`config.mk`:
```
export PLATFORM = sky130hd
export DESIGN_NAME = lhe_div
export DESIGN_NICKNAME = d
export VERILOG_FILES = /design/src/sv/local_histogram_equalizer_top_assert.svh /design/src/sv/lhe_pkg.sv /design/src/sv/lhe_div.sv
export SDC_FILE = /design/constraint.sdc
export NUM_CORES = 1
export LEC_CHECK = 0
export BUFFER_PORTS_ARGS = -buffer_cell sky130_fd_sc_hd__buf_2
export CORE_MARGIN = 2
export CORE_UTILIZATION = 55
export DETAILED_ROUTE_END_ITERATION = 7
export HOLD_SLACK_MARGIN = 0.1
export PLACE_DENSITY = 0.78
export SYNTH_ARGS = -nofsm -noshare
export SYNTH_HDL_FRONTEND = slang
export SYNTH_SLANG_ARGS = --single-unit
```
`constraint.sdc`:
```
create_clock -name clk -period 2.3 [get_ports clk]
set_input_delay 0.345 -clock clk [delete_from_list [all_inputs] [get_ports clk]]
set_output_delay 0.345 -clock clk [all_outputs]
set_load 0.02 [all_outputs]
```
`src/sv/local_histogram_equalizer_top_assert.svh`:
```
// Assertion macros for the local histogram equalizer.
// Included by RTL files that carry concurrent checks; expects clk and arst_n in scope.
`ifndef LOCAL_HISTOGRAM_EQUALIZER_TOP_ASSERT_SVH
`define LOCAL_HISTOGRAM_EQUALIZER_TOP_ASSERT_SVH
`ifndef SYNTH
// same-cycle implication
`define LHE_ASSERT_IMP(lbl, ante, cons) \
	lbl: assert property (@(posedge clk) disable iff (!arst_n) (ante) |-> (cons)) \
		else $error("lhe assertion failed");
// next-cycle implication
`define LHE_ASSERT_NXT(lbl, ante, cons) \
	lbl: assert property (@(posedge clk) disable iff (!arst_n) (ante) |=> (cons)) \
		else $error("lhe assertion failed");
`else
`define LHE_ASSERT_IMP(lbl, ante, cons)
`define LHE_ASSERT_NXT(lbl, ante, cons)
`endif
`endif

```
`src/sv/lhe_pkg.sv`:
```
// Shared types and constants for the local histogram equalizer.
// No dependencies; used by lhe_div, lhe_ctrl and the top level.
package lhe_pkg;

	localparam int CRD_W      = 13;  // signed coordinate math, covers 2*size
	localparam int HGT_W      = 9;
	localparam int WIN_W      = 4;
	localparam int SPAN_W     = 4;   // 2*half window, at most 14
	localparam int CNT_W      = 8;
	localparam int NUM_W      = 24;  // 255*256*count
	localparam int DEN_W      = 8;   // m*n
	localparam int EQ_W       = 18;
	localparam int FLD_W      = 8;
	localparam int IN_DATA_W  = 24;
	localparam int OUT_DATA_W = 32;
	localparam int OUT_PAD_W  = OUT_DATA_W - EQ_W - CNT_W;
	localparam int CFG_IDX_W  = 2;
	localparam int CFG_DATA_W = 9;

	// 255*256 = 2^16 - 2^8
	localparam int SCALE_HI_SH = 16;
	localparam int SCALE_LO_SH = 8;

	localparam logic [HGT_W-1:0] HGT_RST = 9'd256;
	localparam logic [WIN_W-1:0] WIN_RST = 4'd3;

	localparam logic [CFG_IDX_W-1:0] REG_IMAGE_HEIGHT = 2'd0;
	localparam logic [CFG_IDX_W-1:0] REG_IMAGE_WIDTH  = 2'd1;
	localparam logic [CFG_IDX_W-1:0] REG_WINDOW_ROWS  = 2'd2;
	localparam logic [CFG_IDX_W-1:0] REG_WINDOW_COLS  = 2'd3;

	localparam logic CMD_WRITE = 1'b0;
	localparam logic CMD_QUERY = 1'b1;

	typedef enum logic [2:0] {
		ST_IDLE,
		ST_CENTER,
		ST_WALK,
		ST_DRAIN,
		ST_DIV,
		ST_DONE
	} state_t;

	typedef struct packed {
		logic [HGT_W-1:0] image_height;
		logic [HGT_W-1:0] image_width;
		logic [WIN_W-1:0] window_rows;
		logic [WIN_W-1:0] window_cols;
	} cfg_t;

	typedef struct packed {
		logic             start;
		logic [NUM_W-1:0] num;
		logic [DEN_W-1:0] den;
	} div_req_t;

	typedef struct packed {
		logic             busy;
		logic             done;
		logic [NUM_W-1:0] quot;
	} div_rsp_t;

endpackage

```
`src/sv/lhe_div.sv`:
```
// Bit-serial restoring divider, one quotient bit per cycle.
// Depends on lhe_pkg (request/response structs, widths).
module lhe_div (
	input  logic              clk,
	input  logic              arst_n,
	input  lhe_pkg::div_req_t req,
	output lhe_pkg::div_rsp_t rsp
);

	localparam int NW = lhe_pkg::NUM_W;
	localparam int DW = lhe_pkg::DEN_W;
	localparam int SW = $clog2(NW);

	logic          busy_q;
	logic          done_q;
	logic [SW-1:0] step_q;
	logic [NW-1:0] num_q;
	logic [NW-1:0] quot_q;
	logic [DW-1:0] rem_q;
	logic [DW-1:0] den_q;

	logic [DW:0]   rem_sh;
	logic [DW:0]   rem_sub;
	logic          qbit;

	assign rem_sh  = {rem_q, num_q[NW-1]};
	assign qbit    = (rem_sh >= {1'b0, den_q});
	assign rem_sub = rem_sh - {1'b0, den_q};

	always_ff @(posedge clk or negedge arst_n) begin
		if (!arst_n) begin
			busy_q <= 1'b0;
			done_q <= 1'b0;
			step_q <= '0;
		end else begin
			done_q <= 1'b0;
			if (req.start) begin
				busy_q <= 1'b1;
				step_q <= '0;
			end else if (busy_q) begin
				if (step_q == SW'(NW - 1)) begin
					busy_q <= 1'b0;
					done_q <= 1'b1;
				end
				step_q <= step_q + SW'(1);
			end
		end
	end

	always_ff @(posedge clk) begin
		if (req.start) begin
			num_q  <= req.num;
			den_q  <= req.den;
			rem_q  <= '0;
			quot_q <= '0;
		end else if (busy_q) begin
			num_q  <= {num_q[NW-2:0], 1'b0};
			// remainder stays below den, so DW bits hold it
			rem_q  <= qbit ? rem_sub[DW-1:0] : rem_sh[DW-1:0];
			quot_q <= {quot_q[NW-2:0], qbit};
		end
	end

	assign rsp.busy = busy_q;
	assign rsp.done = done_q;
	assign rsp.quot = quot_q;

endmodule

```
Word level (Yosys, flattened, before mapping)
Index checks and enable logic that the tools add are counted.
- output and inout bits: 26
- word-level logic and storage cells: 23
- input port bits: 35
- register bits: 71
- mux-type cells: 11
- eq/ne operators: 1
- $lt $le $gt $ge: 1
- add/sub/neg operators: 2
- reduce and logical (&&, ||, !) cells: 1
- operator list (kind ; count):
    $mux W24 ; 2
    $mux W5 ; 2
    $ge A9 B8 Y1 ; 1
    $mux W8 ; 1
    $sub A8 B8 Y8 ; 1
    $mux W1 ; 6
    $add A5 B1 Y5 const B ; 1
    $eq A5 B5 Y1 const B ; 1
    $reduce_bool A2 Y1 ; 1

Longest topological paths before layout
Gate-level depths: netlist of run 1.
- depth in word-level cells: 4
- depth in mapped cells: 9

Worst setup path before layout of run 1
No wires, ideal clock.
- kind: reg2reg
- from: register num_q[23]
- to: register rem_q[6]
- stages on the path, launching flop included: 9
- data arrival time: 1753 ps
- clock period less this slack: 1898 ps
- required time: 2155 ps
- setup slack: 402 ps
- cells stage by stage: edfxtp_1 inv_1 ha_1 fa_1 nand2b_1 a21oi_1 mux2i_1 o32ai_1 a311oi_1
- word-level cells in the longest chain between the ends: 2
- elaborated cells between the ends (all ways): 3
- RTL lines (what ; line ; RTL):
    from (decl) ; lhe_div.sv:17 ; logic [NW-1:0] num_q;
    from (signal assigned) ; lhe_div.sv:52 ; num_q <= req.num;
    from (signal assigned) ; lhe_div.sv:57 ; num_q <= {num_q[NW-2:0], 1'b0};
    $sub A8 B8 Y8 or $ge A9 B8 Y1 (tied branches) ; lhe_div.sv:28, lhe_div.sv:27 ;
    $mux W8 (*) ; lhe_div.sv:59 ; rem_q <= qbit ? rem_sub[DW-1:0] : rem_sh[DW-1:0];
    to (signal assigned) ; lhe_div.sv:59 ;
    to (decl) ; lhe_div.sv:19 ; logic [DW-1:0] rem_q;
Every way passes the cells marked *; elsewhere a longest branch is shown, timed or not.
A chain may end at the register's enable or synchronous reset.

Final worst setup path of run 1
- from: register rem_q[1]
- to: register rem_q[0]
- word-level cells in the longest chain between the ends: 2
- RTL lines (what ; line ; RTL):
    $ge A9 B8 Y1 ; lhe_div.sv:27 ; assign qbit = (rem_sh >= {1'b0, den_q});
    $mux W8 ; lhe_div.sv:59 ;
No other way between the ends.

==> results of run 1 <==
-- path summary, 6_finish.rpt --
path,endpoint,cells past startpoint
max,rem_q[0],6
min,den_q[1],1
max reg2reg,rem_q[0],6
min reg2reg,quot_q[23],2
min in group asynchronous,step_q[3],2
max in group asynchronous,busy_q,2
-- per-layer routing --
layer,routed length [um],GRT usage [%],vias up
li1,-,-,1130
met1,2763,25.80,1060
met2,2761,31.00,47
met3,355,7.191,6
met4,65,7.288,0
met5,0,0,-
-- flip-flops by register name, summed over array words and instances, names as in the netlist --
| signal | count |
|---|---|
| busy_q | 1 |
| den_q | 8 |
| done_q | 1 |
| num_q | 24 |
| quot_q | 24 |
| rem_q | 8 |
| step_q | 5 |
-- layout by cell type, fill, tap and decap left out, types with 2 or more instances in the layout --
cell | netlist | routed
a211o_1 | 3 | 3
a211oi_1 | 2 | 2
a21oi_1 | 5 | 5
a311oi_1 | 6 | 6
and3_1 | 2 | 2
buf_2 | 4 | 60
buf_4 | 2 | 6
clkbuf_16 | 0 | 2
clkbuf_8 | 0 | 10
dfrtp_1 | 7 | 6
dfxtp_1 | 32 | 32
edfxtp_1 | 32 | 32
ha_1 | 9 | 9
inv_1 | 12 | 12
mux2_2 | 23 | 23
mux2i_1 | 27 | 27
nand2_1 | 12 | 12
nand2b_1 | 3 | 3
nand3_1 | 6 | 6
nand4_1 | 2 | 2
nor2_1 | 44 | 44
nor2b_1 | 2 | 2
nor3_1 | 2 | 2
o21a_1 | 2 | 2
o21ai_0 | 8 | 8
xnor2_1 | 3 | 3
xor2_1 | 3 | 3
-- power by group through the flow --
stage / logic (mW) / registers (mW) / clock network, mW
floorplan: 0.691 / 1.56 / 0
global placement: 0.876 / 1.58 / 0
detailed placement: 0.891 / 1.58 / 0
CTS: 0.899 / 1.55 / 1.04
global route: 1.00 / 1.57 / 1.10
finish: 0.902 / 1.55 / 1.03
-- cells by family (layout without fill, tap and decap cells) --
logic type / after synthesis / in the layout
compound gates: 36 / 36
mux: 50 / 50
buf+inv: 29 / 95
flops: 71 / 71
simple gates: 79 / 79
fa+ha+maj: 10 / 10
xor+xnor: 6 / 6
-- worst max-delay path, cell delays in order (launching register included) --
cell,delay [ps]
dfxtp_1,340
ha_1,360
and2_4,180
a311o_1,380
o21ai_2,400
a21oi_1,120
a311oi_1,270
-- synth_stat cells, drive strengths merged, types with 4 or more instances --
master,n,area [um^2]
a21oi,6,33.78
dfxtp,32,640.6
inv,12,45.04
dfrtp,7,175.2
buf,13,68.81
edfxtp,32,960.9
clkbuf,4,15.01
a311oi,6,52.55
nand3,6,30.03
mux2,23,259.0
mux2i,27,270.3
nand2,12,45.04
nor2,44,165.2
ha,9,112.6
o21ai,9,48.80
-- final cells by class --
type	instances	area share (%)
well taps	72	2.365
repair buffers	67	9.327
inverters	12	1.182
multi-input cells	181	34.91
flip-flops and latches	71	46.67
clock inverters	3	0.5255
clock buffers	13	5.025
==> results.yml, run 1 <==
status:
  status: "completed"
cells_and_area:
  areaGrowthSynthToFinish_pct: 17.75
  final_nets: 387
  regArea_um2: 1778
  multi_input_area_um2: 1330
  design_area_um2: 3810
  antennaDiodeCount: 0
  num-fill-cells: 434
  fin_cells: 419
  fin_util_pct: 67.94
  drive_gt1_share_pct: 31.12
synth:
  synth_edf_count: 32
  synthArstFlopShare_pct: 9.859
  synthSimpleGateAreaFrac_pct: 10.98
  synthMuxAreaShare_pct: 16.36
  syn-instance-count: 281
  synth_fp_nets: 326
  syn-cell-area_um2: 3236
  ys_seq_area_share_pct: 54.91
  avgSynthCellArea_um2: 11.51
  synth_xor_area_share_pct: 1.624
  synth_fa_ha_area_share_pct: 4.099
  synth_top_family_by_area: "multiplexers"
  ys_types: 45
  yosys_warnings: 0
  synthFlopType: "edfxtp_1"
  synth_seq_cells: 71
  synth_compound_gate_area_share_pct: 8.043
clocking:
  cts.path.max_buffers: 2
  htreeDepth: 3
  holdBufCountCts: 1
  cts_tree: "done"
  clock_sinks: 71
  cts_buffers: 9
  cts-resized-gates: 0
  clk_latency_ps: 340
  cts_setup_buffers: 0
  root_buffer: "clkbuf_8"
  cts.clk_slew.worst_paths_ps: 80
timing:
  fin_skew_ps: 7.950
  worst_slack_ps: 152.2
  max_freq_mhz: 465.6
  tightestPinTransition_ps: 597.9
  slew_headroom_pct: 60.14
  hold_viol_final: 0
  fin_crit_ps: 2148
  finalCritPeriodShare_pct: 93.38
  fin_hold_ws_ps: 182.2
  finalSetupViolCount: 0
  slew_viol_final: 0
  rsz0062_at_grt: "no"
  tns_ps: 0
global_routing:
  grt_pass1_wl_um: 9798
  grt_max_degree: 48
  grt_overflow: 0
  antenna_found_initial: 0
  grt_pass1_vias: 2103
  grt_use_total_pct: 19.96
placed_design:
  hpwl_um: 3977
  place_area_um2: 3588
  io_buffers: 60
  dpl.cell_count: 402
  place_ws_ps: 185.6
  routabilityCongestion: 0.8459
floorplanning:
  die_w_um: 80.70
  start_util_pct: 57.70
  die_y_um: 80.70
  fp-row-count: 27
  io-pin-count: 61
  die_area_um2: 6512
  coreArea_um2: 5608
power_and_ir_drop:
  ir_worst_vdd_v: 0.0005099
  powerDensity_nw_per_um2: 914.1
  internal-power_mw: 2.433
  comb_power_share_pct: 25.9
  p_sw_mw: 1.049
  p_leak_nw: 1.840
  switching_share_pct: 30.13
  sequentialPowerShare_pct: 44.6
  power.share.clock_pct: 29.5
  total_power_mw: 3.483
min_path:
  min_from: "req[1]"
  worstHoldPathType: "primary input to flip-flop"
critical_path:
  crit_type: "flip-flop to flip-flop"
  worstPathRequired_ps: 2540
  startpoint: "rem_q[1]"
  endpoint_kind: "flip-flop"
  reg2reg_from: "rem_q[1]"
  cp_max_fo: 11
  arrival_ps: 2390
  start_kind: "flip-flop"
  rrSetupSlack_ps: 150
detailed_routing:
  ant_nets: 0
  vias: 2243
  detailedRoute.firstIterationViolations: 195
  drc: 0
  vias_per_cell: 5.353
  routed_wl_um: 5945
  post_drt_wl_per_cell_um: 14.19
  firstDrtPassIters: 4
flow_run:
  maxCapViolCount: 0
Note: power is estimated with default switching activity, not from simulation.
==> run 2, diff against run 1 <==
--- a/config.mk
+++ b/config.mk
@@ -6,6 +6,7 @@
 export NUM_CORES = 1
 export LEC_CHECK = 0
 export BUFFER_PORTS_ARGS = -buffer_cell sky130_fd_sc_hd__buf_2
+export CORE_ASPECT_RATIO = 0.75
 export CORE_MARGIN = 2
 export CORE_UTILIZATION = 55
 export DETAILED_ROUTE_END_ITERATION = 7
==> run 2 against run 1 <==
Compared with the run above: worst setup slack worse by 12 ps; combinational power up 2%; maximum frequency decreased by 0.56%.
==> results.yml, run 2 (synthesized netlist as in run 1, its figures left out) <==
power_and_ir_drop:
  powerDensity_nw_per_um2: 898.6
  p_leak_nw: 1.826
  ir_worst_vdd_v: 0.0005085
critical_path:
  cp_slowest_cell: "fa_1"
  endpoint_kind: "flip-flop"
  start_kind: "flip-flop"
  worstPathRequired_ps: 2540
  crit_type: "flip-flop to flip-flop"
  arrival_ps: 2400
  path_cells: "inv_1 > ha_1 > fa_1 > nand2b_1 > a21oi_1 > mux2i_1 > o32ai_1 > a311oi_1"
  slowest_delay_ps: 430
  cp_max_fo: 3
clocking:
  cts.path.max_buffers: 2
  cts_buffers: 9
  htreeDepth: 3
  cts_tree: "done"
  clk_latency_ps: 330
  cts.clk_slew.worst_paths_ps: 70
  clock_sinks: 71
  root_buffer: "clkbuf_8"
cells_and_area:
  antennaDiodeCount: 0
  areaGrowthSynthToFinish_pct: 17.75
  final_cell_mix: "60 x buf_2, 44 x nor2_1, 32 x edfxtp_1, 32 x dfxtp_1, 27 x mux2i_1"
  final_common_cell: "buf_2"
  drive_gt1_share_pct: 30.35
  final_nets: 386
  num-fill-cells: 444
  regArea_um2: 1778
  multi_input_area_um2: 1338
  largestRegisters: "num_q: 24 flops, quot_q: 24 flops"
  fin_util_pct: 66.43
flow_run:
  maxCapViolCount: 0
floorplanning:
  die_area_um2: 6519
  die_w_um: 92.57
  io-pin-count: 61
  start_util_pct: 56.41
  die_y_um: 70.43
  coreArea_um2: 5736
  fp-row-count: 24
timing:
  tns_ps: 0
  tightestPinTransition_ps: 429.2
  max_freq_mhz: 463.0
  finalCritPeriodShare_pct: 93.91
  finalSetupViolCount: 0
  rsz0062_at_grt: "no"
  fin_crit_ps: 2160
  hold_viol_final: 0
  slew_headroom_pct: 71.38
  fin_skew_ps: 5.660
  slew_viol_final: 0
placed_design:
  io_buffers: 60
  routabilityCongestion: 0.8713
  hpwl_um: 3857
detailed_routing:
  drc: 0
  detailedRoute.firstIterationViolations: 108
  ant_nets: 0
  post_drt_wl_per_cell_um: 13.57
  vias_per_cell: 5.321
  routed_wl_um: 5753
  vias: 2256
  firstDrtPassIters: 4
global_routing:
  grt_overflow: 0
  grt_pass1_vias: 2189
  grt_pass1_wl_um: 10030
  grt_max_degree: 42
  antenna_found_initial: 0
  grt_use_total_pct: 19.58
min_path:
  worstHoldPathType: "primary input to flip-flop"
status:
  status: "completed"
==> run 2: what timing repair did <==
action | in CTS | in global routing
gates resized for setup | 0 | 1
hold endpoints to repair | 7 | 0
setup endpoints to repair | 0 | 6
setup buffers | 0 | 0
hold buffers | 1 | 0
==> run 2: report_power, final <==
part           switching (mW)  leakage [nW]  internal (mW)
combinational           0.500          1.05          0.418
clock                   0.435        0.0940          0.526
sequential             0.0829         0.684           1.46
==> run 2: final cells by class <==
type | count | area share, %
clock buffers | 12 | 3.810
clock inverters | 4 | 1.215
inverters | 12 | 1.182
multi-input cells | 181 | 35.11
flip-flops and latches | 71 | 46.67
well taps | 78 | 2.562
repair buffers | 66 | 9.458
==> run 2: metal layers <==
layer / up-vias / part of all wire, % / track usage [%]
met5: - / 0 / 0
met2: 42 / 45 / 30.74
met1: 1085 / 48 / 25.73
met3: 4 / 5.4 / 7.659
met4: 0 / 0.82 / 4.643
li1: 1125 / - / -
==> run 2: worst max-delay path, delay by kind of cell (launching register included) <==
kind / cells / cell delay [ps]
fa+ha+maj: 2 / 660
flops: 1 / 330
mux: 1 / 220
compound gates: 3 / 610
buf+inv: 1 / 50
simple gates: 1 / 200
==> run 2: through the flow <==
stage	std cells	worst slack, ps	power, mW	hold WS [ps]	area [um^2]
after detailed placement	407	116.3	2.460	187.0	3601
after CTS	424	100.6	3.431	169.9	3802
after floorplan	281	401.9	2.255	49.41	3236
after global routing	424	21.85	3.620	164.8	3810
after global placement	407	191.1	2.436	184.7	3601
final	424	140.1	3.423	186.6	3810
==> run 2: worst paths after layout <==
kind | start | to | slack [ps] | depth (start not counted)
max | num_q[23] | rem_q[6] | 140 | 8
max reg2reg | num_q[23] | rem_q[6] | 140 | 8
min in group asynchronous | arst_n | step_q[2] | 380 | 2
max in group asynchronous | arst_n | busy_q | 1750 | 2
min | req[7] | den_q[7] | 190 | 1
min reg2reg | quot_q[23] | quot_q[23] | 500 | 2
==> run 3, diff against run 2 <==
--- a/config.mk
+++ b/config.mk
@@ -8,10 +8,10 @@
 export BUFFER_PORTS_ARGS = -buffer_cell sky130_fd_sc_hd__buf_2
 export CORE_ASPECT_RATIO = 0.75
 export CORE_MARGIN = 2
-export CORE_UTILIZATION = 55
+export CORE_UTILIZATION = 50
 export DETAILED_ROUTE_END_ITERATION = 7
 export HOLD_SLACK_MARGIN = 0.1
-export PLACE_DENSITY = 0.78
+export PLACE_DENSITY = 0.75
 export SYNTH_ARGS = -nofsm -noshare
 export SYNTH_HDL_FRONTEND = slang
 export SYNTH_SLANG_ARGS = --single-unit
==> constraint.sdc (replaced) <==
create_clock -name clk -period 1.89 [get_ports clk]
set_input_delay 0.378 -clock clk [delete_from_list [all_inputs] [get_ports clk]]
set_output_delay 0.378 -clock clk [all_outputs]
set_load 0.02 [all_outputs]
==> run 3 against run 2 <==
Compared with the run above: non-clock buffer count grew 23; highest routed layer unchanged; critical path depth down 1; largest cell class unchanged; maximum frequency rose by 16%; largest power group unchanged; sequential power is 24% higher.
==> results.yml, run 3 (synthesized netlist as in run 1, its figures left out) <==
critical_path:
  start_kind: "flip-flop"
  arrival_ps: 2130
  rrSetupSlack_ps: 20
  path_cells: "inv_2 > ha_2 > a311o_1 > o21ai_2 > buf_6 > nand3_1 > a311oi_1"
  worst_path_dominant_cell_family: "compound AO/OA/AOI/OAI gates"
  worstPathRequired_ps: 2150
  reg2reg_from: "num_q[23]"
  worst-r2r-cell-count: 7
  cp_slowest_cell: "edfxtp_1"
  startpoint: "num_q[23]"
  endpoint_kind: "flip-flop"
  crit_type: "flip-flop to flip-flop"
  slowest_delay_ps: 380
  cp_max_fo: 6
  r2r-end: "rem_q[6]"
  cp_num_buf_inv: 2
cells_and_area:
  drive_gt1_share_pct: 40.38
  num-fill-cells: 477
  final_cell_mix: "60 x buf_2, 43 x nor2_1, 32 x edfxtp_1"
  design_area_um2: 4130
  final_nets: 409
  fin_util_pct: 65.69
  fin_cells: 450
  antennaDiodeCount: 0
  final_common_cell: "buf_2"
  areaGrowthSynthToFinish_pct: 27.65
  largestRegisters: "num_q: 24 flops, quot_q: 24 flops"
power_and_ir_drop:
  powerDensity_nw_per_um2: 1163
  total_power_mw: 4.802
  power.share.clock_pct: 27.1
  ir_worst_vdd_v: 0.0006060
  p_sw_mw: 1.461
  sequentialPowerShare_pct: 39.7
  internal-power_mw: 3.341
  p_leak_nw: 1.958
  switching_share_pct: 30.43
  comb_power_share_pct: 33.2
floorplanning:
  die_area_um2: 7137
  io-pin-count: 61
  coreArea_um2: 6287
  die_w_um: 96.89
  fp-row-count: 25
  start_util_pct: 51.46
  die_y_um: 73.67
detailed_routing:
  firstDrtPassIters: 4
  vias_per_cell: 5.229
  drc: 0
  detailedRoute.firstIterationViolations: 81
  post_drt_wl_per_cell_um: 14.78
  routed_wl_um: 6652
  ant_nets: 0
  vias: 2353
global_routing:
  grt_pass1_vias: 2373
  grt_overflow: 0
  antenna_found_initial: 0
  grt_use_total_pct: 19.84
  grt_max_degree: 26
  grt_pass1_wl_um: 11130
placed_design:
  io_buffers: 60
  hpwl_um: 4463
  place_area_um2: 3739
  routabilityCongestion: 0.8269
  dpl.cell_count: 429
min_path:
  worstHoldPathType: "primary input to flip-flop"
  hold_path_end: "den_q[6]"
  min_from: "req[6]"
  hold_depth: 1
clocking:
  cts.path.max_buffers: 2
  htreeDepth: 3
  root_buffer: "clkbuf_8"
  cts_tree: "done"
  cts_buffers: 9
  clk_latency_ps: 340
  cts.clk_slew.worst_paths_ps: 80
  clock_sinks: 71
timing:
  finalCritPeriodShare_pct: 98.89
  rsz0062_at_grt: "yes"
  tightestPinTransition_ps: 351.6
  hold_viol_final: 0
  slew_viol_final: 0
  slew_headroom_pct: 76.31
  fin_skew_ps: 6.840
  fin_crit_ps: 1869
  finalSetupViolCount: 0
  fin_hold_ws_ps: 202.1
  max_freq_mhz: 535.0
status:
  status: "completed"
flow_run:
  maxCapViolCount: 0
run 3: changes by cell type in the layout (fill, tap and decap cells not counted), sizes merged:
cell and delta:
buf +23, clkbuf -2, clkinv +1, bufinv +1
run 3: worst max path at each step:
stage,endpoint,slack (ps),cells past startpoint
3_5_place_dp,rem_q[6],-80,7
6_report,rem_q[6],20,7
5_1_grt,rem_q[6],-140,7
2_1_floorplan,rem_q[5],10,8
3_3_place_gp,rem_q[6],-40,8
4_1_cts,rem_q[6],-20,7
run 3: final cells by class:
class,count,area [um^2],share of cell area (%)
clock buffers,10,127.6,3.090
well taps,81,101.3,2.454
repair buffers,89,535.5,12.97
multi-input cells,181,1456,35.26
flip-flops and latches,71,1779,43.08
inverters,12,45.04,1.091
clock inverters,6,85.08,2.060
run 3: worst register-to-register path, delay by kind of cell, from the launching register on:
family,cells,cell delay [ps]
buffers and inverters,2,220
AO/OA/AOI/OAI,3,830
AND/OR/NAND/NOR,1,70
flip-flops,1,380
adder cells (fa/ha/maj),1,280
run 3: metal layers:
layer	wire, um	up-vias	GRT usage, %
met5	0	-	0
met4	65	0	5.164
met3	316	8	7.517
met2	3299	45	32.95
met1	2971	1132	24.86
li1	-	1168	-
run 3: power groups by stage:
stage | sequential [mW] | combinational (mW) | clock [mW]
floorplan | 1.90 | 0.848 | 0
global placement | 1.91 | 1.29 | 0
detailed placement | 1.92 | 1.31 | 0
CTS | 1.89 | 1.46 | 1.33
global route | 1.92 | 1.74 | 1.42
finish | 1.91 | 1.59 | 1.30
run 3: stage by stage:
stage | setup slack [ps] | setup TNS [ps]
after floorplan | 12.95 | 0
after global placement | -36.01 | -46.60
after detailed placement | -84.66 | -348.1
after CTS | -23.12 | -23.12
after global routing | -135.5 | -396.5
final | 20.89 | 0
run 3: repair_timing:
action,4_1_cts,5_1_grt
pin swaps,7,13
hold buffers,1,0
cloned,1,0
endpoints found under the hold margin,7,0
resized for setup,14,14
buffers inserted,0,3
endpoints found under the setup margin,9,9
