### src/sv/local_histogram_equalizer_top_assert.svh
// Assertion macros for the local histogram equalizer.
// Included by RTL files that carry concurrent checks; expects clk and arst_n in scope.
`ifndef LOCAL_HISTOGRAM_EQUALIZER_TOP_ASSERT_SVH
`define LOCAL_HISTOGRAM_EQUALIZER_TOP_ASSERT_SVH
`ifndef SYNTH
// same-cycle implication
`define LHE_ASSERT_IMP(lbl, ante, cons) \
	lbl: assert property (@(posedge clk) disable iff (!arst_n) (ante) |-> (cons)) \
		else $error("lhe assertion failed");
// next-cycle implication
`define LHE_ASSERT_NXT(lbl, ante, cons) \
	lbl: assert property (@(posedge clk) disable iff (!arst_n) (ante) |=> (cons)) \
		else $error("lhe assertion failed");
`else
`define LHE_ASSERT_IMP(lbl, ante, cons)
`define LHE_ASSERT_NXT(lbl, ante, cons)
`endif
`endif

### src/sv/lhe_pkg.sv
// Shared types and constants for the local histogram equalizer.
// No dependencies; used by lhe_div, lhe_ctrl and the top level.
package lhe_pkg;

	localparam int CRD_W      = 13;  // signed coordinate math, covers 2*size
	localparam int HGT_W      = 9;
	localparam int WIN_W      = 4;
	localparam int SPAN_W     = 4;   // 2*half window, at most 14
	localparam int CNT_W      = 8;
	localparam int NUM_W      = 24;  // 255*256*count
	localparam int DEN_W      = 8;   // m*n
	localparam int EQ_W       = 18;
	localparam int FLD_W      = 8;
	localparam int IN_DATA_W  = 24;
	localparam int OUT_DATA_W = 32;
	localparam int OUT_PAD_W  = OUT_DATA_W - EQ_W - CNT_W;
	localparam int CFG_IDX_W  = 2;
	localparam int CFG_DATA_W = 9;

	// 255*256 = 2^16 - 2^8
	localparam int SCALE_HI_SH = 16;
	localparam int SCALE_LO_SH = 8;

	localparam logic [HGT_W-1:0] HGT_RST = 9'd256;
	localparam logic [WIN_W-1:0] WIN_RST = 4'd3;

	localparam logic [CFG_IDX_W-1:0] REG_IMAGE_HEIGHT = 2'd0;
	localparam logic [CFG_IDX_W-1:0] REG_IMAGE_WIDTH  = 2'd1;
	localparam logic [CFG_IDX_W-1:0] REG_WINDOW_ROWS  = 2'd2;
	localparam logic [CFG_IDX_W-1:0] REG_WINDOW_COLS  = 2'd3;

	localparam logic CMD_WRITE = 1'b0;
	localparam logic CMD_QUERY = 1'b1;

	typedef enum logic [2:0] {
		ST_IDLE,
		ST_CENTER,
		ST_WALK,
		ST_DRAIN,
		ST_DIV,
		ST_DONE
	} state_t;

	typedef struct packed {
		logic [HGT_W-1:0] image_height;
		logic [HGT_W-1:0] image_width;
		logic [WIN_W-1:0] window_rows;
		logic [WIN_W-1:0] window_cols;
	} cfg_t;

	typedef struct packed {
		logic             start;
		logic [NUM_W-1:0] num;
		logic [DEN_W-1:0] den;
	} div_req_t;

	typedef struct packed {
		logic             busy;
		logic             done;
		logic [NUM_W-1:0] quot;
	} div_rsp_t;

endpackage

### src/sv/lhe_ctrl.sv
// Sequencer: pixel writes, window walk through the mirror/address unit,
// rank counting, divider hand-off and output register.
// Depends on lhe_pkg and local_histogram_equalizer_top_assert.svh.
`include "local_histogram_equalizer_top_assert.svh"

module lhe_ctrl #(
	parameter int MAX_ROWS   = 256,
	parameter int MAX_COLS   = 256,
	parameter int MAX_WINDOW = 15,
	parameter int LEVELS     = 256,
	parameter int PIX_W      = 8,
	parameter int ADDR_W     = 16
) (
	input  logic                              clk,
	input  logic                              arst_n,
	input  lhe_pkg::cfg_t                     cfg,
	input  logic                              s_tvalid,
	output logic                              s_tready,
	input  logic [lhe_pkg::IN_DATA_W-1:0]     s_tdata,
	input  logic                              s_tuser,
	output logic                              m_tvalid,
	input  logic                              m_tready,
	output logic [lhe_pkg::OUT_DATA_W-1:0]    m_tdata,
	output logic                              ram_we,
	output logic [ADDR_W-1:0]                 ram_waddr,
	output logic [PIX_W-1:0]                  ram_wdata,
	output logic [ADDR_W-1:0]                 ram_raddr,
	input  logic [PIX_W-1:0]                  ram_rdata,
	output lhe_pkg::div_req_t                 div_req,
	input  lhe_pkg::div_rsp_t                 div_rsp
);

	localparam int CW  = lhe_pkg::CRD_W;
	localparam int FW  = lhe_pkg::FLD_W;
	localparam int WW  = lhe_pkg::WIN_W;
	localparam int PW  = lhe_pkg::SPAN_W;
	localparam int NW  = lhe_pkg::NUM_W;
	localparam int DW  = lhe_pkg::DEN_W;
	localparam int KW  = lhe_pkg::CNT_W;
	localparam int EW  = lhe_pkg::EQ_W;

	localparam logic signed [CW-1:0] S_ONE = CW'(1);
	localparam logic signed [CW-1:0] S_TWO = CW'(2);

	// reflect about the edge without repeating it, then clamp
	function automatic logic signed [CW-1:0] mirror(input logic signed [CW-1:0] p,
			input logic signed [CW-1:0] size);
		logic signed [CW-1:0] q;
		q = p;
		if (q[CW-1]) begin
			q = -q;
		end else if (q >= size) begin
			q = size + size - S_TWO - q;
		end
		if (q[CW-1]) begin
			q = '0;
		end
		if (q >= size) begin
			q = size - S_ONE;
		end
		return q;
	endfunction

	lhe_pkg::state_t state_q, state_d;

	logic [FW-1:0] in_row, in_col, in_val;
	logic          accept;
	logic          center_issue, walk_issue, div_start, out_load;

	// clamped config, sampled on a query beat
	logic [CW-1:0] h_c, w_c, x_c, y_c;
	logic [WW-1:0] m_c, n_c;
	logic [DW-1:0] den_c;

	logic signed [CW-1:0] h_q, w_q, x_q, y_q;
	logic [WW-1:0]        a_q, b_q;
	logic [PW-1:0]        span_r_q, span_c_q, i_q, j_q;
	logic [DW-1:0]        den_q;

	logic signed [CW-1:0] row_p, col_p, row_m, col_m;

	logic          tap_vld_s1, ctr_s1;
	logic [CW-1:0] tx_s1, ty_s1;
	logic          rd_vld_s2, ctr_s2;

	logic [PIX_W-1:0] center_q;
	logic [KW-1:0]    count_q;

	logic          out_valid_q;
	logic [EW-1:0] out_eq_q;
	logic [KW-1:0] out_cnt_q;

	assign in_row = s_tdata[FW-1:0];
	assign in_col = s_tdata[2*FW-1:FW];
	assign in_val = s_tdata[3*FW-1:2*FW];
	assign accept = s_tvalid && s_tready;

	// pixel write goes straight to the store
	always_comb begin
		ram_we    = accept && (s_tuser == lhe_pkg::CMD_WRITE)
			&& (32'(in_row) < MAX_ROWS) && (32'(in_col) < MAX_COLS);
		ram_waddr = ADDR_W'(in_row) * ADDR_W'(MAX_COLS) + ADDR_W'(in_col);
		if (32'(in_val) > LEVELS - 1) begin
			ram_wdata = PIX_W'(LEVELS - 1);
		end else begin
			ram_wdata = PIX_W'(in_val);
		end
	end

	always_comb begin
		if (cfg.image_height == '0) begin
			h_c = CW'(1);
		end else if (32'(cfg.image_height) > MAX_ROWS) begin
			h_c = CW'(MAX_ROWS);
		end else begin
			h_c = CW'(cfg.image_height);
		end
		if (cfg.image_width == '0) begin
			w_c = CW'(1);
		end else if (32'(cfg.image_width) > MAX_COLS) begin
			w_c = CW'(MAX_COLS);
		end else begin
			w_c = CW'(cfg.image_width);
		end
		if (cfg.window_rows == '0) begin
			m_c = WW'(1);
		end else if (32'(cfg.window_rows) > MAX_WINDOW) begin
			m_c = WW'(MAX_WINDOW);
		end else begin
			m_c = cfg.window_rows;
		end
		if (cfg.window_cols == '0) begin
			n_c = WW'(1);
		end else if (32'(cfg.window_cols) > MAX_WINDOW) begin
			n_c = WW'(MAX_WINDOW);
		end else begin
			n_c = cfg.window_cols;
		end
		x_c   = (CW'(in_row) < h_c) ? CW'(in_row) : h_c - CW'(1);
		y_c   = (CW'(in_col) < w_c) ? CW'(in_col) : w_c - CW'(1);
		den_c = DW'(m_c) * DW'(n_c);
	end

	// shared mirror unit: one tap coordinate pair per cycle
	always_comb begin
		row_p = x_q - $signed(CW'(a_q)) + $signed(CW'(i_q));
		col_p = y_q - $signed(CW'(b_q)) + $signed(CW'(j_q));
		row_m = mirror(row_p, h_q);
		col_m = mirror(col_p, w_q);
	end

	always_ff @(posedge clk or negedge arst_n) begin
		if (!arst_n) begin
			state_q <= lhe_pkg::ST_IDLE;
		end else begin
			state_q <= state_d;
		end
	end

	always_comb begin
		state_d      = state_q;
		center_issue = 1'b0;
		walk_issue   = 1'b0;
		div_start    = 1'b0;
		out_load     = 1'b0;
		s_tready     = 1'b0;
		unique case (state_q)
			lhe_pkg::ST_IDLE: begin
				s_tready = 1'b1;
				if (s_tvalid && (s_tuser == lhe_pkg::CMD_QUERY)) begin
					state_d = lhe_pkg::ST_CENTER;
				end
			end
			lhe_pkg::ST_CENTER: begin
				center_issue = 1'b1;
				state_d      = lhe_pkg::ST_WALK;
			end
			lhe_pkg::ST_WALK: begin
				walk_issue = 1'b1;
				if ((i_q == span_r_q) && (j_q == span_c_q)) begin
					state_d = lhe_pkg::ST_DRAIN;
				end
			end
			lhe_pkg::ST_DRAIN: begin
				if (!tap_vld_s1 && !rd_vld_s2) begin
					div_start = 1'b1;
					state_d   = lhe_pkg::ST_DIV;
				end
			end
			lhe_pkg::ST_DIV: begin
				if (div_rsp.done) begin
					state_d = lhe_pkg::ST_DONE;
				end
			end
			lhe_pkg::ST_DONE: begin
				if (!out_valid_q || m_tready) begin
					out_load = 1'b1;
					state_d  = lhe_pkg::ST_IDLE;
				end
			end
			default: begin
				state_d = lhe_pkg::ST_IDLE;
			end
		endcase
	end

	// query context
	always_ff @(posedge clk) begin
		if (accept && (s_tuser == lhe_pkg::CMD_QUERY)) begin
			h_q      <= h_c;
			w_q      <= w_c;
			x_q      <= x_c;
			y_q      <= y_c;
			a_q      <= m_c >> 1;
			b_q      <= n_c >> 1;
			span_r_q <= PW'(m_c >> 1) << 1;
			span_c_q <= PW'(n_c >> 1) << 1;
			den_q    <= den_c;
			i_q      <= '0;
			j_q      <= '0;
		end else if (walk_issue) begin
			if (j_q == span_c_q) begin
				j_q <= '0;
				i_q <= i_q + PW'(1);
			end else begin
				j_q <= j_q + PW'(1);
			end
		end
	end

	always_ff @(posedge clk or negedge arst_n) begin
		if (!arst_n) begin
			tap_vld_s1 <= 1'b0;
			rd_vld_s2  <= 1'b0;
		end else begin
			tap_vld_s1 <= center_issue || walk_issue;
			rd_vld_s2  <= tap_vld_s1;
		end
	end

	always_ff @(posedge clk) begin
		if (center_issue) begin
			ctr_s1 <= 1'b1;
			tx_s1  <= x_q;
			ty_s1  <= y_q;
		end else begin
			ctr_s1 <= 1'b0;
			tx_s1  <= row_m;
			ty_s1  <= col_m;
		end
		ctr_s2 <= ctr_s1;
	end

	assign ram_raddr = ADDR_W'(tx_s1) * ADDR_W'(MAX_COLS) + ADDR_W'(ty_s1);

	// center read lands in the cycle before the first tap compare
	always_ff @(posedge clk) begin
		if (accept && (s_tuser == lhe_pkg::CMD_QUERY)) begin
			count_q <= '0;
		end else if (rd_vld_s2) begin
			if (ctr_s2) begin
				center_q <= ram_rdata;
			end else if (ram_rdata <= center_q) begin
				count_q <= count_q + KW'(1);
			end
		end
	end

	assign div_req.start = div_start;
	assign div_req.num   = (NW'(count_q) << lhe_pkg::SCALE_HI_SH)
		- (NW'(count_q) << lhe_pkg::SCALE_LO_SH);
	assign div_req.den   = den_q;

	always_ff @(posedge clk or negedge arst_n) begin
		if (!arst_n) begin
			out_valid_q <= 1'b0;
		end else if (out_load) begin
			out_valid_q <= 1'b1;
		end else if (m_tready) begin
			out_valid_q <= 1'b0;
		end
	end

	always_ff @(posedge clk) begin
		if (out_load) begin
			out_eq_q  <= div_rsp.quot[EW-1:0];
			out_cnt_q <= count_q;
		end
	end

	assign m_tvalid = out_valid_q;
	assign m_tdata  = {{lhe_pkg::OUT_PAD_W{1'b0}}, out_cnt_q, out_eq_q};

	`LHE_ASSERT_IMP(a_idle_pipe_empty, s_tready, !tap_vld_s1 && !rd_vld_s2)
	`LHE_ASSERT_IMP(a_div_start_drained, div_req.start, !tap_vld_s1 && !rd_vld_s2 && !div_rsp.busy)
	`LHE_ASSERT_NXT(a_center_first, state_q == lhe_pkg::ST_CENTER, tap_vld_s1 && ctr_s1)
	`LHE_ASSERT_IMP(a_div_done_in_div, div_rsp.done, state_q == lhe_pkg::ST_DIV)

endmodule

### config.mk
export PLATFORM = sky130hd
export DESIGN_NAME = lhe_ctrl
export DESIGN_NICKNAME = d
export VERILOG_FILES = /design/src/sv/lhe_pkg.sv /design/src/sv/lhe_ctrl.sv
export VERILOG_INCLUDE_DIRS = /design/src /design/src/sv
export SDC_FILE = /design/constraint.sdc
export NUM_CORES = 1
export LEC_CHECK = 0
export ABC_CLOCK_PERIOD_IN_PS = 17350
export CORE_ASPECT_RATIO = 1.5
export CORE_MARGIN = 2
export CORE_UTILIZATION = 30
export DETAILED_ROUTE_END_ITERATION = 6
export DONT_BUFFER_PORTS = 1
export HOLD_SLACK_MARGIN = 0.05
export PLACE_DENSITY_LB_ADDON = 0.05
export SLEW_MARGIN = 10
export SYNTH_ARGS = -nofsm -noshare
export SYNTH_HDL_FRONTEND = slang
export SYNTH_SLANG_ARGS = --single-unit
### constraint.sdc
create_clock -name clk -period 17.35 [get_ports clk]
set_clock_uncertainty 0.05 [all_clocks]
set_input_delay 3.47 -clock clk [delete_from_list [all_inputs] [get_ports clk]]
set_output_delay 3.47 -clock clk [all_outputs]
set_load 0.01 [all_outputs]
## Yosys cells after proc, flatten, opt, wreduce, memory -nomap -nowiden

Cells that the tools add are included.

- Latch bits: 0
- Register bits after elaboration: 145
- Memory bits (writable): 0
- Output and inout port bits: 108
- Memories: 0
- Bits in read-only memories: 0

- Multipliers: 1
- Shifts and indexed selects: 0
- Reductions and logical operators: 21
- Bitwise operators: 3
- Divide/modulo/power cells: 0
- $lt $le $gt $ge: 9
- Multiplexer cells: 35
- Add/subtract/negate cells: 22
- Eq/ne operators: 12

Operators by type and width:

| operator | number |
|---|---|
| 13-bit two-way mux | 8 |
| 13-bit >= comparator | 4 |
| 8-bit two-way mux | 4 |
| 13-bit adder | 2 |
| 13-bit by 5-bit adder with 13-bit output | 2 |
| 8-bit by 13-bit less-than comparator with 1-bit output | 2 |
| 13-bit negation | 2 |
| 13-bit by 1-bit subtractor with 13-bit output (second input constant) | 2 |
| 13-bit subtractor | 2 |
| 13-bit by 3-bit subtractor with 13-bit output (second input constant) | 2 |
| 13-bit by 4-bit subtractor with 13-bit output | 2 |
| 12-bit two-way mux | 2 |
| 24-bit by 16-bit subtractor with 24-bit output | 1 |
| 9-bit > comparator (second input constant) | 2 |
| 9-bit logical NOT | 2 |
| 9-bit two-way mux | 2 |
| 3-bit one-hot mux with 6 select lines | 1 |
| 16-bit by 13-bit adder with 16-bit output | 1 |
| 16-bit by 8-bit adder with 16-bit output | 1 |
| 3-bit two-way mux | 5 |
| 13-bit by 2-bit subtractor with 13-bit output (second input constant) | 1 |
| 4-bit two-way mux | 3 |
| 1-bit two-way mux | 10 |
| 2-bit inequality test (second input constant) | 5 |
| 19 further kinds | 35 |

## Depth between registers and ports, before layout

Gate-level depths: netlist (run 1).

- Word-level depth: 9
- Mapped depth: 34

## Worst setup path after synthesis (run 1)

No wires, ideal clock.

- Path type: reg2reg
- From: register span_c_q[2] (netlist name)
- To: register ty_s1[4]
- Period minus slack after synthesis: 7.806 ns
- Cell stages (with the launch flop): 33
- Setup slack: 9.544 ns
- Path buffers: 2
- Arrival: 7.635 ns
- Setup time: 0.122 ns
- Cell sequence: edfxtp_1 > fa_1 > inv_1 > fa_1 > a21o_1 > a221oi_2 > o21ai_0 > xnor2_1 > inv_1 > ha_1 > inv_1 > ha_1 > a21oi_1 > o22ai_1 > a311o_1 > a21oi_1 > xnor2_1 > or3b_2 > o21ai_1 > or2_2 > ha_1 > nand2b_1 > a21o_1 > a211oi_1 > o21ai_0 > a21o_1 > a211o_1 > o22a_1 > or4b_4 > buf_6 > and3_4 > buf_6 > a221o_1

RTL lines:

| item | line | source |
|---|---|---|
| to (signal assigned) | lhe_ctrl.sv:245 | `ty_s1 <= y_q;` |
| to (signal assigned) | lhe_ctrl.sv:249 | `ty_s1 <= col_m;` |
| to (decl) | lhe_ctrl.sv:83 | `logic [CW-1:0] tx_s1, ty_s1;` |

## Worst setup path after layout (run 1)

- From: register y_q[1]
- To: register ty_s1[4]

- Cells in the longest elaborated chain, start to end: 9
- Elaborated cells on any way between the ends: 11
- Classes of those cells: 4 x add/sub; 2 x order compare; 5 x mux

RTL lines:

| item | line | source |
|---|---|---|
| from (decl) | lhe_ctrl.sv:75 | `logic signed [CW-1:0] h_q, w_q, x_q, y_q;` |
| from (signal assigned) | lhe_ctrl.sv:213 | `y_q <= y_c;` |
| 13-bit by 4-bit subtractor with 13-bit output * | lhe_ctrl.sv:147 | `col_p = y_q - $signed(CW'(b_q)) + $signed(CW'(j_q));` |
| 13-bit by 5-bit adder with 13-bit output * | lhe_ctrl.sv:147 |  |
| 13-bit subtractor / 13-bit >= comparator (equally long branches) | lhe_ctrl.sv:53, lhe_ctrl.sv:52 |  |
| 13-bit two-way mux | lhe_ctrl.sv:52 | `end else if (q >= size) begin` |
| 13-bit two-way mux * | lhe_ctrl.sv:50 | `if (q[CW-1]) begin` |
| 12-bit two-way mux * | lhe_ctrl.sv:55 | `if (q[CW-1]) begin` |
| 13-bit >= comparator | lhe_ctrl.sv:58 | `if (q >= size) begin` |
| 13-bit two-way mux * | lhe_ctrl.sv:58 |  |
| 13-bit two-way mux * | lhe_ctrl.sv:242 | `if (center_issue) begin` |

Mark *: on every way between the ends. The rest lies on a longest branch, timed or not.
A chain may end at the register's enable or synchronous reset.

==> results of run 1 <==
[synth_stat cells (all sizes together) (18+ instances only)]
library cell | instances | area share, %
a211oi | 20 | 1.3
a21o | 38 | 2.4
a21oi | 58 | 2.4
buf | 54 | 3.5
clkbuf | 40 | 1.3
dfxtp | 39 | 6.5
edfxtp | 92 | 23
ha | 157 | 16
inv | 165 | 5.2
nand2 | 75 | 2.3
nand2b | 29 | 1.5
nand3 | 18 | 0.75
nor2 | 109 | 3.4
nor3 | 36 | 1.5
o21ai | 73 | 3.0
xnor2 | 63 | 4.7
xor2 | 27 | 2.1
[area by class of cell]
type	count	area (sq um)	share of cell area, %
Multi-Input combinational cell	969	7190	56.2
Sequential cell	137	3690	28.9
Tap cell	500	626	4.89
Inverter	165	619	4.84
Clock buffer	17	425	3.33
Clock inverter	15	176	1.38
Timing Repair Buffer	7	52.6	0.411
Antenna cell	1	2.50	0.0196
[sequential cells by signal, indices dropped and copies added, names as in the netlist, 9 cells and up]
name	flops
h_q	9
x_q	13
ty_s1	13
y_q	13
w_q	9
out_eq_q	18
[logic make-up after synthesis]
family	Yosys count	synth area share [%]
compound gates	298	16.9
xor+xnor	90	6.79
fa+ha+maj	170	18.5
buf+inv	259	9.88
flops	137	30.8
mux	11	0.970
other cells	1	0.0313
simple gates	382	16.1
[routing by layer]
layer	track usage, %	vias up	wire, microns
met5	0	-	0
met4	7.11	0	1200
met3	2.53	49	798
met2	34.5	148	20000
li1	-	4606	-
met1	16.2	4376	12400
[worst register-to-register path: cells and delay by family (launching register included)]
kind / cells / cell delay [ns]
adders and majority gates: 5 / 1.80
DFF: 1 / 0.38
AOI/OAI and AO/OA: 15 / 4.07
and+or+nand+nor: 5 / 1.75
buffers and inverters: 4 / 0.35
xor gates and xnor gates: 2 / 0.60
[power by group through the flow]
stage	Clock (W)	Sequential, W	Combinational, W
finish	0.000372	0.000486	0.00164
global route	0.000399	0.000497	0.00186
CTS	0.000388	0.000488	0.00166
detailed placement	0	0.000494	0.00165
global placement	0	0.000495	0.00165
floorplan	0	0.000460	0.00128
[per-stage QoR]
stage	worst slack [ns]	instances
floorplan	9.54	1365
global placement	8.17	1778
detailed placement	8.21	1778
CTS	8.18	1810
global route	7.73	1810
finish	8.18	1811
[final timing paths]
path / startpoint / to / slack, ns
setup / recovery: y_q[1] / ty_s1[4] / 8.18
max in group asynchronous: arst_n / state_q[1] / 14.52
setup reg to reg: y_q[1] / ty_s1[4] / 8.18
min in group asynchronous: arst_n / m_tvalid / 2.66
hold reg to reg: ctr_s1 / ctr_s2 / 0.28
hold / removal: ctr_s1 / ctr_s2 / 0.28
[cell usage in the layout (no fill, tap or decap), types with 12 or more instances in the layout]
| master | instances |
|---|---|
| inv_1 | 164 |
| ha_1 | 157 |
| nor2_1 | 109 |
| edfxtp_1 | 92 |
| nand2_1 | 75 |
| o21ai_0 | 72 |
| xnor2_1 | 62 |
| a21oi_1 | 58 |
| dfxtp_1 | 39 |
| a21o_1 | 38 |
| nor3_1 | 36 |
| nand2b_1 | 29 |
| xor2_1 | 26 |
| a211oi_1 | 20 |
| nand3_1 | 18 |
| conb_1 | 18 |
| nor4_1 | 17 |
| nand4_1 | 17 |
| clkbuf_16 | 17 |
| nor2b_1 | 16 |
| a221o_1 | 16 |
| o21a_1 | 13 |
| and2_1 | 13 |
| fa_1 | 13 |
| and3_1 | 12 |
| a31oi_1 | 12 |
==> results.cfg, run 1 <==
[drt]
antenna_left = 0
drt_wl_total_microns = 34400
num_vias = 9179
via_per_inst = 5.07
drc = 18
drt_pass1_iterations = 7
routedWlPerCell_microns = 19.0
drt_iter0_markers = 472

[power]
power_w = 0.00249
p_per_area_nw_per_um2 = 195
swShare_pct = 49.2
ir_worst_vdd_mv = 0.0772
p_leak_nw = 5.63
p_switching_w = 0.00123
pwr-share-seq_pct = 19.5
clkPwrFrac_pct = 14.9
intPower_w = 0.00127
pwr-share-comb_pct = 65.6

[setup_path]
r2r.worst_path.cells = 31
worstPathArrival_ns = 9.43
crit_top_cell = inv_1
path_class = register to register
critPathLaunchType = register
crit_cells = 31
crit_slowest_cell = or4b_4
path_buf_inv = 4
path_delay_family = compound AO/OA/AOI/OAI gates
cp-end-kind = register
cp_data_required_time_ns = 17.61
max_stage_delay_ns = 0.63
cp_max_fo = 10

[sta]
hold_viol_final = 0
worst_pin_slew_ns = 1.12
slew_headroom_pct = 24.4
fmax_mhz = 109
hold_slack_ns = 0.279
period_minus_slack_ns = 9.17
finalCritPeriodShare_pct = 52.8
maxSlewViolCount = 0
finalSetupViolCount = 0
rsz0062_at_grt = false
fin_setup_tns_ns = 0

[cells_and_area]
stdcell_area_sq_um = 12800
area_growth_pct = 6.62
fin_util_pct = 32.4
fill_cells = 4232
drive_above_1_share_pct = 4.96
fin_nets = 1556

[die]
core_area_sq_um = 39400
rows = 89
fp.dieArea_sq_um = 41600
die_h_microns = 249
initial_core_util_pct = 30.4
die_w_microns = 167
io_pins = 197

[global_route]
antenna_found_initial = 0
grt_pass1_wl_microns = 53900
grt_pass1_vias = 9616
track_usage_pct = 16.8
overflow = 0
grt_max_degree = 44

[run_status]
violations = design-rule violations
status = finished with violations

[synth]
ys_seq_elements = 137
ys_warn_count = 0
synth_top_flop_cell = edfxtp_1
synth-edff-count = 92
ys_async_sr_fraction_pct = 4.38
yosysSeqAreaShare_pct = 30.8
postSynthAreaPerCell_sq_um = 8.90
synth.distinct_cells = 82
netlist_instances = 1348
syn-cell-area_sq_um = 12000

[clock_network]
clk_pin_slew_worst_paths_ns = 0.07
cts_max_level = 4
cts_buffers = 17
hold_buffers = 0
insertion_delay_ns = 0.45
cts-resized-gates = 0
clkSinkCount = 137
cts_buffer_depth = 2
cts_root_buf = clkbuf_16
cts_tree = yes
cts_post_setup_buffers_inserted = 0

[placed_design]
place_congestion = 0.805
placed_area_sq_um = 12200
numPortBuffers = 0
place_hpwl_microns = 28500

[flow_run]
maxCapViolations = 0

[hold_path]
whs_path_depth = 0
hp-class = register to register
No activity file was read; power rests on OpenSTA's default activity.
==> run 2, diff against run 1 <==
- ABC_CLOCK_PERIOD_IN_PS: 17350 -> 7750
- clock period: 17.35 -> 7.75 ns (I/O delays scaled with it)
==> run 2 against run 1 <==
Sequential power is 120% higher. Count of clock-buffer cells in the layout unchanged. Clock power is 120% higher. Setup slack worse by 7.8 ns. Fmax is 24% higher. Critical path type unchanged. The run still ends with design-rule violations left. Combinational power rose to 2.6 times the previous value. First-iteration DRC count fell by 25%.
==> results.cfg, run 2 (same netlist as run 1, synthesis figures left out) <==
[run_status]
status = finished with violations
violations = design-rule violations

[sta]
maxSlewViolCount = 0
fin_setup_tns_ns = 0
worst_slack_ns = 0.385
hold_viol_final = 0
finalCritPeriodShare_pct = 95.0
fmax_mhz = 136
finalSetupViolCount = 0
rsz0062_at_grt = false
worst_pin_slew_ns = 1.11
period_minus_slack_ns = 7.37
slew_headroom_pct = 25.9

[cells_and_area]
fill_cells = 4237
mostFrequentLayoutCells = inv_1 (164), ha_1 (156), nor2_1 (107)
area_growth_pct = 12.6
fin_nets = 1639
antenna_cells = 0
layout_commonest_cell = inv_1
top_register = out_eq_q
largest_reg_flops = 18
drive_above_1_share_pct = 11.9

[setup_path]
cp_max_fo = 7
path_class = register to register
max_stage_delay_ns = 0.54
r2r_start = x_q[1]
cp_data_required_time_ns = 8.07
worstSetupStartpoint = x_q[1]
worstPathArrival_ns = 7.68
cp-end-kind = register
critPathLaunchType = register
path_delay_family = compound AO/OA/AOI/OAI gates
path_buf_inv = 5
reg2reg_slack_ns = 0.38
crit_slowest_cell = fa_1

[drt]
num_vias = 9462
antenna_left = 0
drt_pass1_iterations = 7
drt_iter0_markers = 356
routedWlPerCell_microns = 18.8
drt_wl_total_microns = 35600
drc = 5
via_per_inst = 5.00

[clock_network]
cts_buffers = 17
hold_buffers = 0
clkSinkCount = 137
cts_root_buf = clkbuf_16
cts_max_level = 4
cts_tree = yes
cts_buffer_depth = 2
insertion_delay_ns = 0.44
clk_pin_slew_worst_paths_ns = 0.07

[global_route]
grt_max_degree = 41
track_usage_pct = 17.1
antenna_found_initial = 0
overflow = 0
grt_pass1_wl_microns = 54600
grt_pass1_vias = 9721

[die]
rows = 89
initial_core_util_pct = 30.4
io_pins = 197
fp.dieArea_sq_um = 41600
die_h_microns = 249
die_w_microns = 167
core_area_sq_um = 39400

[placed_design]
place_hpwl_microns = 29600
numPortBuffers = 0
place_congestion = 0.831
dp_slack_ns = 0.0649

[power]
p_per_area_nw_per_um2 = 457
ir_worst_vdd_mv = 0.165
p_leak_nw = 6.05
power_w = 0.00616

[hold_path]
hp-class = register to register
hold_start = ctr_s1

[flow_run]
maxCapViolations = 0
-- run 2: cell types whose count changed in the layout (fill, tap and decap cells not counted), sizes merged --
cell    delta
and3       +1
inv        +1
diode      -1
clkinv     -1
buf       +82
-- run 2: worst paths after layout --
| path | cells after the start | to |
|---|---|---|
| max | 29 | tx_s1[6] |
| min | 0 | ctr_s2 |
| max reg2reg | 29 | tx_s1[6] |
| min reg2reg | 0 | ctr_s2 |
| max in group asynchronous | 0 | tap_vld_s1 |
| min in group asynchronous | 0 | m_tvalid |
-- run 2: cell type report --
cell class / count / area (sq um) / area share [%]
timing repair buffer: 89 / 672 / 4.98
tap: 500 / 626 / 4.63
inverter: 165 / 619 / 4.59
clock inverter: 15 / 169 / 1.25
sequential: 137 / 3690 / 27.4
multi-input combinational: 970 / 7290 / 54.0
clock buffer: 17 / 425 / 3.15
-- run 2: what timing repair did --
item / in CTS / in global routing
endpoints found under the setup margin: 0 / 21
buffers inserted: 0 / 8
resized for setup: 0 / 25
-- run 2: stage by stage --
step / area [sq um] / instances / util (%) / hold slack, ns
2_1_floorplan: 12100 / 1365 / - / 0.260
3_3_place_gp: 12700 / 1852 / 32.3 / 0.265
3_5_place_dp: 12700 / 1852 / 32.3 / 0.268
4_1_cts: 13300 / 1884 / 33.8 / 0.286
5_1_grt: 13500 / 1893 / 34.2 / 0.286
6_report: 13500 / 1893 / 34.2 / 0.280
-- run 2: routing by layer --
metal / vias to the layer above / wire [microns] / share of wire (%) / GRT usage (%)
li1: 4785 / - / - / -
met1: 4464 / 12900 / 36 / 16.6
met2: 164 / 20400 / 57 / 34.8
met3: 49 / 895 / 2.5 / 2.48
met4: 0 / 1420 / 4.0 / 7.85
met5: - / 0 / 0 / 0
-- run 2: report_power, final --
group          internal (W)  total [W]  leakage [nW]  switching (W)
Sequential         0.000948    0.00109          1.24       0.000141
Clock              0.000434   0.000826         0.286       0.000392
Combinational       0.00187    0.00425          4.53        0.00237
